$ cat src/sv/acsmm_pkg.sv
// Shared types and constants for the converter channel scan tracker.
// No dependencies; imported by acsmm_value_bank and the top level.
`timescale 1ns / 1ps

package acsmm_pkg;

    // Request codes carried by req_type
    localparam logic [1:0] REQ_CONV  = 2'd0;
    localparam logic [1:0] REQ_READ  = 2'd1;
    localparam logic [1:0] REQ_WRITE = 2'd2;

    // Configuration register indexes
    localparam logic [2:0] CFG_OSC_CAL = 3'd0;
    localparam logic [2:0] CFG_MUX_CH0 = 3'd1;
    localparam logic [2:0] CFG_MUX_CH1 = 3'd2;
    localparam logic [2:0] CFG_MUX_CH2 = 3'd3;
    localparam logic [2:0] CFG_MUX_CH3 = 3'd4;

    // Reset values of the configuration registers
    localparam logic [7:0] OSC_CAL_RST = 8'h00;
    localparam logic [7:0] MUX_CH0_RST = 8'b1000_1111;
    localparam logic [7:0] MUX_CH1_RST = 8'b1000_0001;
    localparam logic [7:0] MUX_CH2_RST = 8'b1001_0001;
    localparam logic [7:0] MUX_CH3_RST = 8'b0000_0001;

    // Channels that own a mux register
    localparam int MUX_REGS = 4;

    // Host byte map
    localparam logic [6:0] ADDR_OSC_CAL = 7'd1;
    localparam logic [6:0] MAP_FIRST    = 7'd2;

    // Value word reset patterns
    localparam logic [15:0] WORD_ZERO = 16'h0000;
    localparam logic [15:0] WORD_ONES = 16'hFFFF;

    // One input item
    typedef struct packed {
        logic [1:0] req;
        logic [9:0] sample;
        logic [6:0] address;
        logic [7:0] write_data;
        logic       busy;
    } acsmm_item_t;

    // Per-item status from the value bank
    typedef struct packed {
        logic       start;
        logic [7:0] rdata;
        logic       hit;
    } acsmm_status_t;

endpackage

$ cat src/sv/acsmm_value_bank.sv
// Per-channel current/min/max words, channel pointer and discard flag.
// Applies one item per step; depends on acsmm_pkg.
`timescale 1ns / 1ps

module acsmm_value_bank #(
    parameter int CHANNELS = 4,
    parameter int CH_W     = 2
) (
    input  logic                   clk,
    input  logic                   rst_n,
    input  logic                   step,
    input  acsmm_pkg::acsmm_item_t item,
    output acsmm_pkg::acsmm_status_t status,
    output logic [CH_W-1:0]        chan_next
);
    import acsmm_pkg::*;

    localparam logic [7:0] MAP_END = 8'(2 + 6 * CHANNELS);
    localparam logic [5:0] CH6     = 6'(CHANNELS);
    localparam logic [CH_W:0] CH_LAST = (CH_W + 1)'(CHANNELS - 1);

    logic [15:0]     cur_reg [CHANNELS];
    logic [15:0]     min_reg [CHANNELS];
    logic [15:0]     max_reg [CHANNELS];
    logic [CH_W-1:0] chan_reg;
    logic            keep_reg;
    logic            keep_next;

    logic            in_map;
    logic [6:0]      offset;
    logic [5:0]      word_idx;
    logic [5:0]      host_ch6;
    logic [1:0]      host_arr;
    logic [CH_W-1:0] sel;
    logic [15:0]     cur_rd, min_rd, max_rd, host_rd;
    logic [15:0]     smp16, wmerge;
    logic            cur_we, min_we, max_we;
    logic [15:0]     cur_wd, min_wd, max_wd;

    // Host address decode: word, array (current/min/max) and channel
    assign in_map   = ({1'b0, item.address} >= {1'b0, MAP_FIRST}) &&
                      ({1'b0, item.address} < MAP_END);
    assign offset   = item.address - MAP_FIRST;
    assign word_idx = offset[6:1];

    always_comb
    begin
        if (word_idx < CH6)
        begin
            host_arr = 2'd0;
            host_ch6 = word_idx;
        end
        else if (word_idx < 6'(2 * CHANNELS))
        begin
            host_arr = 2'd1;
            host_ch6 = word_idx - CH6;
        end
        else
        begin
            host_arr = 2'd2;
            host_ch6 = word_idx - 6'(2 * CHANNELS);
        end
    end

    // One entry address per item: the scan channel or the host word
    assign sel    = (item.req == REQ_CONV) ? chan_reg : host_ch6[CH_W-1:0];
    assign cur_rd = cur_reg[sel];
    assign min_rd = min_reg[sel];
    assign max_rd = max_reg[sel];
    assign smp16  = {6'd0, item.sample};

    always_comb
    begin
        unique case (host_arr)
            2'd0:    host_rd = cur_rd;
            2'd1:    host_rd = min_rd;
            default: host_rd = max_rd;
        endcase
    end

    assign wmerge = offset[0] ? {item.write_data, host_rd[7:0]}
                              : {host_rd[15:8], item.write_data};

    // Item decode: word updates, channel advance, read byte
    always_comb
    begin
        cur_we       = 1'b0;
        min_we       = 1'b0;
        max_we       = 1'b0;
        cur_wd       = smp16;
        min_wd       = smp16;
        max_wd       = smp16;
        keep_next    = keep_reg;
        chan_next    = chan_reg;
        status.start = 1'b0;
        status.rdata = 8'd0;
        status.hit   = 1'b0;
        unique case (item.req)
            REQ_CONV:
            begin
                if (!keep_reg)
                begin
                    status.start = 1'b1;
                    keep_next    = 1'b1;
                end
                else
                begin
                    if (!item.busy)
                    begin
                        cur_we = 1'b1;
                        min_we = (min_rd > smp16);
                        max_we = (max_rd < smp16);
                    end
                    // stored value matches when just written, else compare
                    if (!item.busy || (cur_rd == smp16))
                    begin
                        chan_next    = ({1'b0, chan_reg} == CH_LAST) ? '0
                                       : chan_reg + 1'b1;
                        status.start = 1'b1;
                        keep_next    = 1'b0;
                    end
                end
            end
            REQ_READ:
            begin
                if (in_map)
                begin
                    status.rdata = offset[0] ? host_rd[15:8] : host_rd[7:0];
                    status.hit   = 1'b1;
                end
            end
            REQ_WRITE:
            begin
                if (in_map)
                begin
                    cur_we = (host_arr == 2'd0);
                    min_we = (host_arr == 2'd1);
                    max_we = (host_arr == 2'd2);
                    cur_wd = wmerge;
                    min_wd = wmerge;
                    max_wd = wmerge;
                end
            end
            default:
            begin
            end
        endcase
    end

    // Value words
    always_ff @(posedge clk or negedge rst_n)
    begin
        if (!rst_n)
        begin
            for (int i = 0; i < CHANNELS; i++)
            begin
                cur_reg[i] <= WORD_ZERO;
                min_reg[i] <= WORD_ONES;
                max_reg[i] <= WORD_ZERO;
            end
        end
        else if (step)
        begin
            if (cur_we)
                cur_reg[sel] <= cur_wd;
            if (min_we)
                min_reg[sel] <= min_wd;
            if (max_we)
                max_reg[sel] <= max_wd;
        end
    end

    // Scan pointer and discard flag
    always_ff @(posedge clk or negedge rst_n)
    begin
        if (!rst_n)
        begin
            chan_reg <= '0;
            keep_reg <= 1'b0;
        end
        else if (step)
        begin
            chan_reg <= chan_next;
            keep_reg <= keep_next;
        end
    end

    // Checks
    a_chan_range: assert property (@(posedge clk) disable iff (!rst_n)
        {1'b0, chan_reg} <= CH_LAST)
        else $error("scan channel out of range");

    a_kept_free_advances: assert property (@(posedge clk) disable iff (!rst_n)
        (step && item.req == REQ_CONV && keep_reg && !item.busy) |=> !keep_reg)
        else $error("kept sample without transfer did not advance");

    a_discard_starts: assert property (@(posedge clk) disable iff (!rst_n)
        (item.req == REQ_CONV && !keep_reg) |-> status.start)
        else $error("discarded result did not restart conversion");

endmodule

$ cat src/sv/adc_channel_scan_min_max_tracker_core.sv
// Top level of the converter channel scan tracker: input stage, config
// registers, result register. Depends on acsmm_pkg and acsmm_value_bank.
`timescale 1ns / 1ps

// Usage
//   Input channel (in_valid/in_stall) carries one event per transfer:
//   conversion done, host byte read or host byte write. Output channel
//   (out_valid/out_stall) returns exactly one result per event: the
//   start flag, the mux word of the selected channel, and the read byte
//   with its hit flag.
//   Path: an event passes the input register, then the result register,
//   before out_valid rises; a stalled receiver holds it there.
//   Throughput: one event per cycle while the receiver does not stall;
//   the value bank updates all state of an event together as it moves on.
//   When the receiver stalls, the result register holds; one more event
//   waits in the input register, after which in_stall rises.
//   Configuration (wr_en/wr_index/wr_data) writes osc_cal or one of the
//   four mux words per write; write it only while the block is empty.
//   Reset: current and maximum words clear, minimum words go to all
//   ones, scan restarts at channel zero with its first result discarded,
//   config registers return to their defaults. No clearing pass.
module adc_channel_scan_min_max_tracker_core #(
    parameter int CHANNELS = 4
) (
    input  logic       clk,
    input  logic       rst_n,
    input  logic       in_valid,
    output logic       in_stall,
    input  logic [1:0] req_type,
    input  logic [9:0] sample,
    input  logic [6:0] address,
    input  logic [7:0] write_data,
    input  logic       transfer_active,
    output logic       out_valid,
    input  logic       out_stall,
    output logic       start_conversion,
    output logic [7:0] mux_word,
    output logic [7:0] read_data,
    output logic       read_hit,
    input  logic       wr_en,
    input  logic [2:0] wr_index,
    input  logic [7:0] wr_data
);
    import acsmm_pkg::*;

    localparam int CH_W = (CHANNELS > 1) ? $clog2(CHANNELS) : 1;

    logic            in_v_reg;
    acsmm_item_t     item_reg;
    logic            out_v_reg;
    logic            adv;
    logic            in_fire;
    acsmm_status_t   status;
    logic [CH_W-1:0] chan_next;
    logic [3:0]      chan_ext;
    logic [7:0]      mux_next;
    logic [7:0]      rdata_next;
    logic            hit_next;
    logic            osc_hit;

    logic [7:0] osc_cal_reg;
    logic [7:0] mux_reg [MUX_REGS];

    logic       start_reg;
    logic [7:0] mux_word_reg;
    logic [7:0] read_data_reg;
    logic       read_hit_reg;

    // Handshake: item moves on when the result slot is free or draining
    assign adv      = in_v_reg && (!out_v_reg || !out_stall);
    assign in_stall = in_v_reg && !adv;
    assign in_fire  = in_valid && !in_stall;

    // Input register
    always_ff @(posedge clk or negedge rst_n)
    begin
        if (!rst_n)
            in_v_reg <= 1'b0;
        else if (in_fire)
            in_v_reg <= 1'b1;
        else if (adv)
            in_v_reg <= 1'b0;
    end

    always_ff @(posedge clk)
    begin
        if (in_fire)
        begin
            item_reg.req        <= req_type;
            item_reg.sample     <= sample;
            item_reg.address    <= address;
            item_reg.write_data <= write_data;
            item_reg.busy       <= transfer_active;
        end
    end

    // Configuration registers
    always_ff @(posedge clk or negedge rst_n)
    begin
        if (!rst_n)
        begin
            osc_cal_reg <= OSC_CAL_RST;
            mux_reg[0]  <= MUX_CH0_RST;
            mux_reg[1]  <= MUX_CH1_RST;
            mux_reg[2]  <= MUX_CH2_RST;
            mux_reg[3]  <= MUX_CH3_RST;
        end
        else if (wr_en)
        begin
            unique case (wr_index)
                CFG_OSC_CAL: osc_cal_reg <= wr_data;
                CFG_MUX_CH0: mux_reg[0]  <= wr_data;
                CFG_MUX_CH1: mux_reg[1]  <= wr_data;
                CFG_MUX_CH2: mux_reg[2]  <= wr_data;
                CFG_MUX_CH3: mux_reg[3]  <= wr_data;
                default:
                begin
                end
            endcase
        end
    end

    // Value bank
    acsmm_value_bank #(
        .CHANNELS (CHANNELS),
        .CH_W     (CH_W)
    ) u_bank (
        .clk       (clk),
        .rst_n     (rst_n),
        .step      (adv),
        .item      (item_reg),
        .status    (status),
        .chan_next (chan_next)
    );

    // Mux word of the channel after the step; channels past four get zero
    assign chan_ext = 4'(chan_next);
    assign mux_next = (chan_ext < 4'(MUX_REGS)) ? mux_reg[chan_ext[1:0]] : 8'd0;

    // Calibration byte at address one, value map from the bank
    assign osc_hit    = (item_reg.req == REQ_READ) && (item_reg.address == ADDR_OSC_CAL);
    assign rdata_next = osc_hit ? osc_cal_reg : status.rdata;
    assign hit_next   = osc_hit || status.hit;

    // Result register
    always_ff @(posedge clk or negedge rst_n)
    begin
        if (!rst_n)
            out_v_reg <= 1'b0;
        else if (adv)
            out_v_reg <= 1'b1;
        else if (!out_stall)
            out_v_reg <= 1'b0;
    end

    always_ff @(posedge clk)
    begin
        if (adv)
        begin
            start_reg     <= status.start;
            mux_word_reg  <= mux_next;
            read_data_reg <= rdata_next;
            read_hit_reg  <= hit_next;
        end
    end

    assign out_valid        = out_v_reg;
    assign start_conversion = start_reg;
    assign mux_word         = mux_word_reg;
    assign read_data        = read_data_reg;
    assign read_hit         = read_hit_reg;

    // Checks
    a_stall_only_full: assert property (@(posedge clk) disable iff (!rst_n)
        in_stall |-> (in_v_reg && out_v_reg && out_stall))
        else $error("input stalled while the pipeline can move");

    a_adv_gives_result: assert property (@(posedge clk) disable iff (!rst_n)
        adv |=> out_valid)
        else $error("advanced item produced no result");

    a_miss_reads_zero: assert property (@(posedge clk) disable iff (!rst_n)
        (out_valid && !read_hit) |-> (read_data == 8'd0))
        else $error("nonzero read byte without a hit");

endmodule

$ cat config.mk
export PLATFORM = sky130hd
export DESIGN_NAME = adc_channel_scan_min_max_tracker_core
export DESIGN_NICKNAME = d
export VERILOG_FILES = /design/src/sv/acsmm_pkg.sv /design/src/sv/acsmm_value_bank.sv /design/src/sv/adc_channel_scan_min_max_tracker_core.sv
export SDC_FILE = /design/constraint.sdc
export NUM_CORES = 1
export LEC_CHECK = 0
export BUFFER_PORTS_ARGS = -buffer_cell sky130_fd_sc_hd__buf_2
export CORE_MARGIN = 3
export CORE_UTILIZATION = 55
export CTS_CLUSTER_SIZE = 20
export DETAILED_ROUTE_END_ITERATION = 10
export GPL_ROUTABILITY_DRIVEN = 0
export GPL_TIMING_DRIVEN = 0
export PLACE_DENSITY = 0.84
export SLEW_MARGIN = 20
export SYNTH_ARGS = -nofsm -noshare
export SYNTH_HDL_FRONTEND = slang
export SYNTH_SLANG_ARGS = --single-unit
$ cat constraint.sdc
create_clock -name clk -period 9.1 [get_ports clk]
set_input_delay 0.91 -clock clk [delete_from_list [all_inputs] [get_ports clk]]
set_output_delay 0.91 -clock clk [all_outputs]
set_load 0.05 [all_outputs]
# --- After elaboration in Yosys (flattened, before gate mapping) ---
# Index checks and enable logic that the tools add are counted.
totals:
  reg_bits: 283
  inputBits: 44
  output_inout_bits: 20
  word_cells: 139
classes:
  add_sub_neg: 4
  magnitude_cmp: 10
  n_eq_ne: 12
  muxes: 54
  bitwise_logic: 2
  n_reduce_logical: 27
ops:
  columns: ["op", "count"]
  rows:
  - ["$bwmux W64", 3]
  - ["$mux W16", 10]
  - ["$bmux W16 S2", 3]
  - ["$demux W16 S2", 1]
  - ["$mux W8", 4]
  - ["$pmux W16 S2", 1]
  - ["$mux W2", 9]
  - ["$mux W9", 2]
  - ["$reduce_and A2 Y1", 9]
  - ["$mux W1", 17]
  - ["$bmux W8 S2", 1]
  - ["$eq A16 B10 Y1", 1]
  - ["$gt A16 B10 Y1", 1]
  - ["$lt A16 B10 Y1", 1]
  - ["$eq A7 B1 Y1 const B", 1]
  - ["$ge A7 B2 Y1 const B", 1]
  - ["$lt A7 B5 Y1 const B", 1]
  - ["$sub A7 B2 Y7 const B", 1]
  - ["$eq A2 B2 Y1 const B", 3]
  - ["$eq A3 B2 Y1 const B", 2]
  - ["$ge A3 B3 Y1 const B", 2]
  - ["$logic_and A1 B1 Y1", 6]
  - ["$lt A6 B3 Y1 const B", 1]
  - ["$lt A6 B4 Y1 const B", 1]
  - ["15 further kinds", 27]

# --- Logic depth before layout (Yosys ltp) ---
depth:
  ltp_word: 18
  ltp_mapped: 22
  ltp_nobuf: 17

# --- Hierarchy ---
# From an unflattened synthesis, not the netlist that was laid out.
unflattened:
  hier_cells: 1046
  area_unflattened_um2: 13731.9
modules_own_cells:
  columns: ["module", "instances", "cells_per_inst", "area_per_inst_um2", "seq_area_each_um2"]
  rows:
  - ["acsmm_value_bank", 1, 881, 10407.5, 4959.8]
  - ["adc_channel_scan_min_max_tracker_core", 1, 165, 3324.4, 2446.1]

# --- Worst setup path after synthesis ---
# OpenSTA, ideal clock, no wires.
synth_path:
  path_type: "reg2reg"
  startpoint: "register item_reg[10] (netlist name)"
  endpoint: "register u_bank.min_reg[22] (netlist name)"
  setup_ns: 0.082
  arrival_ns: 4.235
  required_ns: 9.018
  setup_slack_ns: 4.783
  stages_incl_launch_ff: 23
  path_buffers: 5
  synth_period_minus_slack_ns: 4.317
  path_cell_list: "edfxtp_1 > clkbuf_1 > inv_1 > ha_1 > nand2b_1 > o21a_1 > buf_6 > buf_6 > buf_2 > o22ai_1 > nor2_1 > ha_1 > nor2b_1 > o21a_1 > o21a_1 > o21a_1 > o21a_1 > o211ai_1 > a21o_1 > a21oi_1 > o21ai_4 > buf_6 > mux2_2"
synth_between:
  elab_chain_len: 14
  elab_cells_between_ends: 41
  cone_classes: "add/sub: 3; order compare: 7; eq/ne: 1; mux: 25; bitwise: 1; reduce/logical: 4"
synth_lines:
  columns: ["item", "line_no", "text"]
  rows:
  - ["from (decl)", "adc_channel_scan_min_max_tracker_core.sv:49", "acsmm_item_t item_reg;"]
  - ["$sub A7 B2 Y7", "acsmm_value_bank.sv:43", "assign offset = item.address - MAP_FIRST;"]
  - ["$lt A6 B4 Y1 / $sub A2 B1 Y2 (equally long branches)", "acsmm_value_bank.sv:53, acsmm_value_bank.sv:56, acsmm_value_bank.sv:61", null]
  - ["$mux W2", "acsmm_value_bank.sv:53", "else if (word_idx < 6'(2 * CHANNELS))"]
  - ["$mux W2", "acsmm_value_bank.sv:48", "if (word_idx < CH6)"]
  - ["$mux W2", "acsmm_value_bank.sv:66", "assign sel = (item.req == REQ_CONV) ? chan_reg : host_ch6[CH_W-1:0];"]
  - ["$not A2 Y3 (implied by the code)", null, null]
  - ["$bmux W16 S2 (on tied branches)", "acsmm_value_bank.sv:68, acsmm_value_bank.sv:67, acsmm_value_bank.sv:69", null]
  - ["$mux W16 (on tied branches) (2 in a row)", "acsmm_value_bank.sv:68, acsmm_value_bank.sv:67, acsmm_value_bank.sv:69", null]
  - ["$gt A16 B10 Y1 / $pmux W16 S2 (equally long branches)", "acsmm_value_bank.sv:111, acsmm_value_bank.sv:74", null]
  - ["$mux W1 / $mux W16 (equally long branches)", "acsmm_value_bank.sv:108, acsmm_value_bank.sv:81", null]
  - ["$mux W1 / $mux W16 (equally long branches)", "acsmm_value_bank.sv:101, acsmm_value_bank.sv:134", null]
  - ["$pmux W1 S2 / $mux W16 (equally long branches)", "acsmm_value_bank.sv:98", "unique case (item.req)"]
  - ["$reduce_and A2 Y1 (no line) / $bwmux W64 (equally long branches)", null, null]
  - ["to (signal, indexed assignment)", "acsmm_value_bank.sv:167", "min_reg[sel] <= min_wd;"]
  - ["to (decl)", "acsmm_value_bank.sv:23", "logic [15:0] min_reg [CHANNELS];"]
# Several ways; a longest one is shown, not always the timed one. The select of a mux whose other input is x is not followed.
# A chain may end at the register's enable or synchronous reset.

# --- Worst setup path in the final report ---
layout_path:
  startpoint: "register item_reg[10] (netlist name)"
  endpoint: "register u_bank.min_reg[41] (netlist name)"
# The elaborated chain is that of the path after synthesis.

==> impl_results.md <==
* Slowest stage delay, CP at 0.87 ns
* Die W at 162.4 µm
* Chip Height at between 150 and 200 µm
* Worst Clk Skew at ~0.013 ns
* Core Util, Final at 0.6436
* Max-slew violations at 0
* WHS at around 0.33 ns
* Pwr dens at 246.4 nW/µm²
* Residual DRC count at 0
* Initial antenna violation count at 0
* Yosys synthesis warning count at 0
* Syn Nets at around 1200
* Fillers at 1704
* Leak at 7.015 nW
* Max Clock Freq at 169.0 MHz
* Core area at ~24000 µm²
* Post-CTS setup buffers at 0
* Gr usage total at 0.2784
* I/O Pins at between 60 and 70
* Post-DR wirelength/cell at 23.17 µm
* H-tree levels at 1
* Final Power at 3.768 mW
* Post-synth EDFFs at 46
* Yosys cell types at between 60 and 70
* Relative slew slack at 0.3246
* RSZ-0062 raised after global routing: no
* Final instance area at 15290 µm²
* Critical path required time at roughly 9.6 ns
* Layout cell share with drive strength beyond 1 at 0.3226
* Syn Inst Count at 1120
* First-pass GRT wire length at 56890 µm
* Commonest non-fill, non-tap cells in the layout: 164 x mux2_2, 162 x dfrtp_1, 101 x nand2_1, 79 x buf_2, 75 x dfstp_2
* Rows at 56
* Worst Path Arrival at 6.40 ns
* Least-Margin Pin Slew at about 1.0 ns
* Vias post-DR at 9830
* Dpl cell area at approximately 14000 µm²
* Worst reg-to-reg setup slack at 3.18 ns
* Seq/Total Area, Yosys at 0.5507
* TNS Setup at 0 ns
* Largest net degree at the start of global routing at 99
* Drt initial violations at between 1000 and 1500
* CP max-delay cell: a31oi_2
* HP Class: input port to asynchronous set/reset pin
* Worst path cell trace: clkbuf_1 -> inv_1 -> ha_1 -> a31oi_2 -> buf_2 -> buf_4 -> o22ai_1 -> nor2_1 -> ha_1 -> nor2b_1 -> o21a_1 -> o21a_1 -> o21a_1 -> o21a_1 -> o211ai_1 -> a21o_1 -> a21oi_1 -> o21ai_4 -> buf_6 -> mux2_2
* CTS Buf Count at 28
* Routed Antenna Nets at 0
* Clk_lat worst skew at 0.56 ns
* Most common cell after layout, fill and taps aside: mux2_2
* Final Critical Period at 5.917 ns
* # port buffers at 63
* Synthesized area per cell at roughly 12 µm²
* Via density at 6.305
* Sequential cell area at roughly 7400 µm²
* Multi-input logic area at ~5500 µm²
* CTS tree: done
* Clock sink count at 283
* Setup violators final at 0
* Initial Util at 0.5662
* N_diodes at 0
* CTS Hold Bufs at 0
* Kind of critical path: flip-flop to flip-flop
* Asr flop ratio synth at 0.8375
* Clock buffer depth at 3
* Worst path top cell family by delay: compound AO/OA/AOI/OAI gates
* Vias in the first global route at slightly above 10000
* Seq cells post-synth at 283
* Grt ovf at 0
* Drt total wl at 36120 µm
* Top_reg_cell synth: dfrtp_1
* Final Hold Viols at 0
* Maxcap violations at 0
* CP dominant cell by count: o21a_1
* Die ar. at 26360 µm²
* Post-cts sizing count at 0
* Drt first pass iters at 5
* Reg clk slew, reported paths at about 0.06 ns
* VDD IR max at 0.0002133 V
* Area grow syn2layout at 13.69%
* Syn Std Cell Area at ~13000 µm²
* Endpoint class of the critical path: flip-flop
* Crit-path max FO at 10
* Critical path startpoint category: flip-flop
* WP buf/inv at 5
* Final Cycle Share at 0.6503
* Status: completed
* NumNets Final at about 1300
* Post-DP HPWL at 24880 µm
* Clock root cell: clkbuf_16
final timing paths:
check | start | end | cells past startpoint
min in group clk | u_bank.min_reg[60] | u_bank.min_reg[60] | 2
min | rst_n | u_bank.cur_reg[18] | 1
max reg2reg | item_reg[10] | u_bank.min_reg[41] | 20
max | item_reg[10] | u_bank.min_reg[41] | 20
max in group asynchronous | rst_n | u_bank.min_reg[43] | 2
min reg2reg | u_bank.min_reg[60] | u_bank.min_reg[60] | 2
worst register-to-register path, cell delays in order, from the launching register on:
cell	delay, ns
edfxtp_1	0.36
clkbuf_1	0.34
inv_1	0.10
ha_1	0.43
a31oi_2	0.87
buf_2	0.49
buf_4	0.30
o22ai_1	0.14
nor2_1	0.14
ha_1	0.26
nor2b_1	0.14
o21a_1	0.17
o21a_1	0.17
o21a_1	0.16
o21a_1	0.17
o211ai_1	0.16
a21o_1	0.14
a21oi_1	0.23
o21ai_4	0.47
buf_6	0.25
mux2_2	0.36
final cells by class:
cell class / count / share of cell area
buffer: 76 / 0.02619
clock buffer: 41 / 0.05565
clock inverter: 11 / 0.01007
inverter: 41 / 0.01007
multi-input combinational: 720 / 0.3598
sequential: 283 / 0.4844
tap: 319 / 0.02611
timing repair buffer: 68 / 0.02774
cell families after synthesis:
| kind of cell | count (synthesis) | share of synthesized area |
|---|---|---|
| DFF | 283 | 0.5507 |
| AOI/OAI and AO/OA | 238 | 0.1191 |
| muxes | 225 | 0.1828 |
| and+or+nand+nor | 223 | 0.07732 |
| buffers and inverters | 117 | 0.04122 |
| adders and majority gates | 22 | 0.02047 |
| xor gates and xnor gates | 12 | 0.008374 |
layer usage:
layer / track usage / vias up / part of all wire
met4: 0.1291 / 0 / 0.053
met2: 0.4547 / 491 / 0.47
met3: 0.05977 / 154 / 0.083
met5: 0 / - / 0
met1: 0.3579 / 4911 / 0.39
li1: - / 4274 / -
report_power, final:
part           leakage (nW)  switching (mW)  internal, mW
Clock                 0.493           0.492         0.758
Sequential             3.39           0.116          1.57
Combinational          3.13           0.494         0.341
Total                  7.02            1.10          2.67
through the flow:
stage | instances | worst slack [ns]
after floorplan | 1120 | 4.783
after global placement | 1502 | 3.202
after detailed placement | 1507 | 3.495
after CTS | 1559 | 3.438
after global routing | 1559 | 3.041
final | 1559 | 3.183
cells in the mapped netlist (3+ instances only):
master / number / area [µm²]
mux2_2: 164 / 1847
dfrtp_1: 162 / 4054
nand2_1: 101 / 379.1
dfstp_2: 75 / 1971
o21ai_0: 70 / 350.3
o22ai_1: 62 / 387.9
mux2i_1: 60 / 600.6
nor2_1: 56 / 210.2
clkbuf_1: 46 / 172.7
edfxtp_1: 46 / 1381
inv_1: 41 / 153.9
a22oi_1: 24 / 180.2
ha_1: 22 / 275.3
nand2b_1: 20 / 125.1
buf_2: 16 / 80.08
a31oi_1: 12 / 75.07
o311ai_0: 12 / 105.1
xnor2_1: 11 / 96.34
a21oi_1: 10 / 50.05
buf_6: 10 / 112.6
a22o_1: 9 / 78.83
nand4_1: 7 / 43.79
o21a_1: 7 / 52.55
nand3_1: 6 / 30.03
or3_1: 5 / 31.28
nor4_1: 4 / 25.02
o211ai_1: 4 / 30.03
o21ai_4: 4 / 65.06
o221ai_1: 4 / 35.03
a21o_1: 3 / 22.52
nor3_1: 3 / 15.01
Note: power is estimated with default switching activity, not from simulation.
